File: src/hw/rtl/v3a_pkg.sv
`timescale 1ns / 1ps

package v3a_pkg;

    localparam int FRAC_BITS   = 16;
    localparam int DATA_W      = 32;
    localparam int PROD_W      = 2 * DATA_W;
    localparam int SUM_W       = PROD_W + 2;
    localparam int ROOT_W      = DATA_W;
    localparam int REM_W       = ROOT_W + 2;
    localparam int LEN_W       = ROOT_W + 1;
    localparam int QUO_W       = FRAC_BITS + 1;
    localparam int NUM_W       = DATA_W + FRAC_BITS + 2;
    localparam int DEN_W       = LEN_W + 1;
    localparam int QUEUE_DEPTH = 2;

    localparam logic [2:0] MODE_ADD    = 3'd0;
    localparam logic [2:0] MODE_SUB    = 3'd1;
    localparam logic [2:0] MODE_SCALE  = 3'd2;
    localparam logic [2:0] MODE_DOT    = 3'd3;
    localparam logic [2:0] MODE_LENGTH = 3'd4;
    localparam logic [2:0] MODE_NORM   = 3'd5;
    localparam logic [2:0] MODE_CROSS  = 3'd6;

    localparam logic [1:0] ST_OK   = 2'd0;
    localparam logic [1:0] ST_SAT  = 2'd1;
    localparam logic [1:0] ST_ZERO = 2'd2;

    localparam logic [DATA_W-1:0] MAX_VAL = {1'b0, {(DATA_W - 1){1'b1}}};
    localparam logic [DATA_W-1:0] MIN_VAL = {1'b1, {(DATA_W - 1){1'b0}}};

    typedef struct packed {
        logic [2:0]               mode;
        logic signed [DATA_W-1:0] a_x;
        logic signed [DATA_W-1:0] a_y;
        logic signed [DATA_W-1:0] a_z;
        logic signed [DATA_W-1:0] b_x;
        logic signed [DATA_W-1:0] b_y;
        logic signed [DATA_W-1:0] b_z;
        logic signed [DATA_W-1:0] scalar;
    } v3a_cmd_t;

    typedef struct packed {
        logic signed [DATA_W-1:0] res_x;
        logic signed [DATA_W-1:0] res_y;
        logic signed [DATA_W-1:0] res_z;
        logic [1:0]               status;
    } v3a_result_t;

    typedef struct packed {
        logic [2:0]              mode;
        logic [2:0][DATA_W-1:0]  a;
        logic [2:0][DATA_W-1:0]  b;
        logic [5:0][PROD_W-1:0]  prod;
    } v3a_item_t;

endpackage

File: src/hw/rtl/v3a_queue.sv
`timescale 1ns / 1ps

module v3a_queue (
    input  logic                clk,
    input  logic                rst_n,
    input  logic                push,
    input  v3a_pkg::v3a_item_t  push_data,
    output logic                full,
    output logic                out_valid,
    output v3a_pkg::v3a_item_t  out_data
);
    import v3a_pkg::*;

    localparam int PTR_W = $clog2(QUEUE_DEPTH);

    v3a_item_t        mem [QUEUE_DEPTH];
    logic [PTR_W-1:0] wr_ptr_reg;
    logic [PTR_W-1:0] wr_ptr_next;
    logic [PTR_W-1:0] rd_ptr_reg;
    logic [PTR_W-1:0] rd_ptr_next;
    logic [PTR_W:0]   count_reg;
    logic [PTR_W:0]   count_next;
    logic             out_valid_reg;
    v3a_item_t        out_data_reg;
    logic             pop;

    assign pop         = (count_reg != '0);
    assign full        = (count_reg == (PTR_W + 1)'(QUEUE_DEPTH));
    assign wr_ptr_next = push ? PTR_W'(wr_ptr_reg + 1'b1) : wr_ptr_reg;
    assign rd_ptr_next = pop ? PTR_W'(rd_ptr_reg + 1'b1) : rd_ptr_reg;
    assign count_next  = count_reg + (PTR_W + 1)'(push) - (PTR_W + 1)'(pop);
    assign out_valid   = out_valid_reg;
    assign out_data    = out_data_reg;

    always_ff @(posedge clk)
    begin
        if (push)
        begin
            mem[wr_ptr_reg] <= push_data;
        end
        if (pop)
        begin
            out_data_reg <= mem[rd_ptr_reg];
        end
    end

    always_ff @(posedge clk or negedge rst_n)
    begin
        if (!rst_n)
        begin
            wr_ptr_reg    <= '0;
            rd_ptr_reg    <= '0;
            count_reg     <= '0;
            out_valid_reg <= 1'b0;
        end
        else
        begin
            wr_ptr_reg    <= wr_ptr_next;
            rd_ptr_reg    <= rd_ptr_next;
            count_reg     <= count_next;
            out_valid_reg <= pop;
        end
    end

endmodule

File: config.mk
export PLATFORM = sky130hd
export DESIGN_NAME = v3a_queue
export DESIGN_NICKNAME = d
export VERILOG_FILES = /design/src/hw/rtl/v3a_pkg.sv /design/src/hw/rtl/v3a_queue.sv
export SDC_FILE = /design/constraint.sdc
export NUM_CORES = 1
export LEC_CHECK = 0
export BUFFER_PORTS_ARGS = -buffer_cell sky130_fd_sc_hd__buf_2
export CORE_AREA = 2 2 453 455
export CTS_BUF_LIST = sky130_fd_sc_hd__clkbuf_8
export DETAILED_ROUTE_END_ITERATION = 12
export DIE_AREA = 0 0 455 457
export MAX_ROUTING_LAYER = met4
export PLACE_DENSITY_LB_ADDON = 0.05
export SETUP_SLACK_MARGIN = 0.2
export SLEW_MARGIN = 20
export SYNTH_ARGS = -nofsm -noshare
export SYNTH_HDL_FRONTEND = slang
export SYNTH_SLANG_ARGS = --single-unit
File: constraint.sdc
create_clock -name clk -period 31.4 [get_ports clk]
set_clock_uncertainty 0.2 [all_clocks]
set_input_delay 3.14 -clock clk [delete_from_list [all_inputs] [get_ports clk]]
set_output_delay 3.14 -clock clk [all_outputs]
set_load 0.005 [all_outputs]
==> summary.md <==
| Metric | Value |
|---|---|
| TritonCTS clock tree | yes |
| Largest net degree at the start of global routing | around 170 |
| Post-CTS resize count | 0 |
| Register Area | about 0.052 sq mm |
| Initial antenna violation count | 172 |
| Distinct cells, synth | 14 |
| Worst-Skew Late Latency | ~1000 ps |
| Antenna Violating Nets Remaining | 0 |
| Tmin final | between 5000 and 6000 ps |
| Post-Syn Area | 0.0602 sq mm |
| Slew HR | 27.9% |
| Setup Slack @ Placement | 24,920 ps |
| # placed instances | 6,207 |
| Period utilization | around 17% |
| CP peak stage delay | ~880 ps |
| Worst-Margin Slew | about 1100 ps |
| Final hold vios | 0 |
| Cells along the critical path | buf_2 -> and2_4 -> buf_4 -> buf_4 |
| Hold_buf cts | 0 |
| Post-CTS Setup Bufs | 0 |
| Area added between synthesis and finish | 24.7% |
| Register area share after synthesis | 86.9% |
| Power per cell area | a little under 90 mW/mm^2 |
| CORE AREA | about 0.20 sq mm |
| Max-slew violation count | 0 |
| RR Endpoint | out_data[531]$_DFFE_PP_ |
| Share of cells above drive strength 1 | a little over half |
| Reg-to-Reg Start | rd_ptr_reg$_DFFE_PN0P_ |
| Reg2reg path depth | 4 |
| Yosys reg bits | roughly 1,700 |
| Hold_sp | mem[0][481]$_DFFE_PP_ |
| Filler cells | 19,110 |
| Hold Crit Class | register to register |
| # clock sinks | approximately 1,700 |
| RSZ-0062 raised after global routing | no |
| Port bufs | roughly 1,200 |
| WHS | between 200 and 300 ps |
| CP dominant cell by count | buf_4 |
| TritonRoute pass-1 iters | 5 |
| Cell area after layout | approximately 0.075 sq mm |
| Crit path max fanout | 66 |
| Setup TNS Final | 0 ps |
| Max reg flops | between 1,000 and 1,500 |
| Pleak | roughly 28 nW |
| Overflow after GRT | 0 |
| CP Launch Type | input pin |
| Die height | about 460 microns |
| Total Wirelength | between 150,000 and 200,000 microns |
| Crit. End Element | register |
| Multi-input logic area | roughly 0.0074 sq mm |
| Hold Path Stages | 1 |
| Average wire per standard cell | between 20 and 30 microns |
| DIE AREA | about 0.21 sq mm |
| Worst VDD drop | 0.0000534 V |
| Status | finished clean |
| H-Tree Depth | 5 |
| Vias | a little under 30,000 |
| Clock-pin slew on the worst setup and hold paths | approximately 60 ps |
| Placed instance area | roughly 0.07 sq mm |
| Vias per cell | roughly 4.3 |
| Layout Cells excl Fill | just under 7,000 |
| Fmax | between 0.15 and 0.2 GHz |
| First-pass GRT wire length | between 200,000 and 250,000 microns |
| Net Count, Synth | 2,979 |
| CP Data Required Time | 31,790 ps |
| CTS Buf Count | 326 |
| Fin nets | 4,432 |
| Most frequent cells in the layout | edfxtp_1, buf_2, mux2_2 |
| Setup-failing EPs final | 0 |
| GPL Wtd Cong | 0.808 |
| Final Util | between 30% and 40% |
| Post-Synthesis Cells | roughly 2,400 |
| Tot Pwr | 6.55 mW |
| DRC viols | 0 |
| Chip Width | about 460 microns |
| CTS Root Buffer Type | clkbuf_8 |
| Setup CP Type | input pin to register |
| Max-cap violations | 0 |
| Cell family with most CP delay | buffers and inverters |
| GRT Total Usage | ~17% |
| Critical path's slowest cell | buf_4 |
| Initial core utilization | 29.6% |
| Syn_area_per_cell | around 25 sq um |
| Worst path bufs/invs | 3 |
| # rows | between 150 and 200 |
| Vias in the first global route | about 31,000 |
| Clk buf depth | 4 |
| Final HPWL DP | about 120,000 microns |
| Fin worst setup slack | ~26,000 ps |
| Hold EP | out_data[481]$_DFFE_PP_ |
| R2R setup slack | between 20,000 and 30,000 ps |
| Critical Path AT | 5680 ps |
| Starting DRT DRC Count | about 1,900 |
| I/O Pins | roughly 1,200 |
| Commonest non-fill, non-tap cell in the layout | edfxtp_1 |
| YS warnings | 0 |
## worst max-delay path by stage
stage,cells after the start,start,endpoint,slack [ps]
6_report,4,push,mem[1][502]$_DFFE_PP_,26110
2_1_floorplan,1,push,mem[0][0]$_DFFE_PP_,1640
5_1_grt,4,push,mem[1][502]$_DFFE_PP_,25930
3_3_place_gp,4,push,mem[1][270]$_DFFE_PP_,24960
4_1_cts,2,count_reg[0]$_DFF_PN0_,full,26030
3_5_place_dp,4,push,mem[1][273]$_DFFE_PP_,24920
## cell type report
cell class	count	share of cell area, %
clock buffer	331	6.07
tap	2688	4.48
timing repair buffer	1190	8.23
clock inverter	226	1.48
antenna	75	0.250
sequential	1742	69.7
multi-input combinational	589	9.80
## per-layer routing
layer | vias to the layer above | global-route usage [%] | share of wire (%)
met3 | 485 | 7.12 | 9.8
met4 | 0 | 6.29 | 3.9
li1 | 12768 | - | -
met5 | - | - | 0
met2 | 1264 | 28.7 | 51
met1 | 14635 | 16.6 | 35
## kinds of logic (layout without fill, tap and decap cells)
kind of cell | after synthesis | after routing | share of synthesized area [%]
mux | 579 | 579 | 12.1
fa+ha+maj | 1 | 1 | 0.0208
xor+xnor | 3 | 3 | 0.0437
other cells | 0 | 75 | 0
simple gates | 6 | 6 | 0.0582
buf+inv | 65 | 1747 | 0.905
flops | 1742 | 1742 | 86.9
## cells in the mapped netlist (all sizes together)
cell / number / area share (%)
and2: 1 / 0.010
buf: 65 / 0.90
dfrtp: 5 / 0.21
edfxtp: 1737 / 87
ha: 1 / 0.021
mux2: 579 / 12
nand2: 1 / 0.0062
nor2b: 3 / 0.031
or2: 1 / 0.010
xnor2: 1 / 0.015
xor2: 2 / 0.029
## report_power, final
group	internal [mW]	switching (mW)
clock	1.03	0.934
combinational	0.578	0.694
sequential	3.19	0.121
total	4.80	1.75
Power figures use the tool's default switching activity.
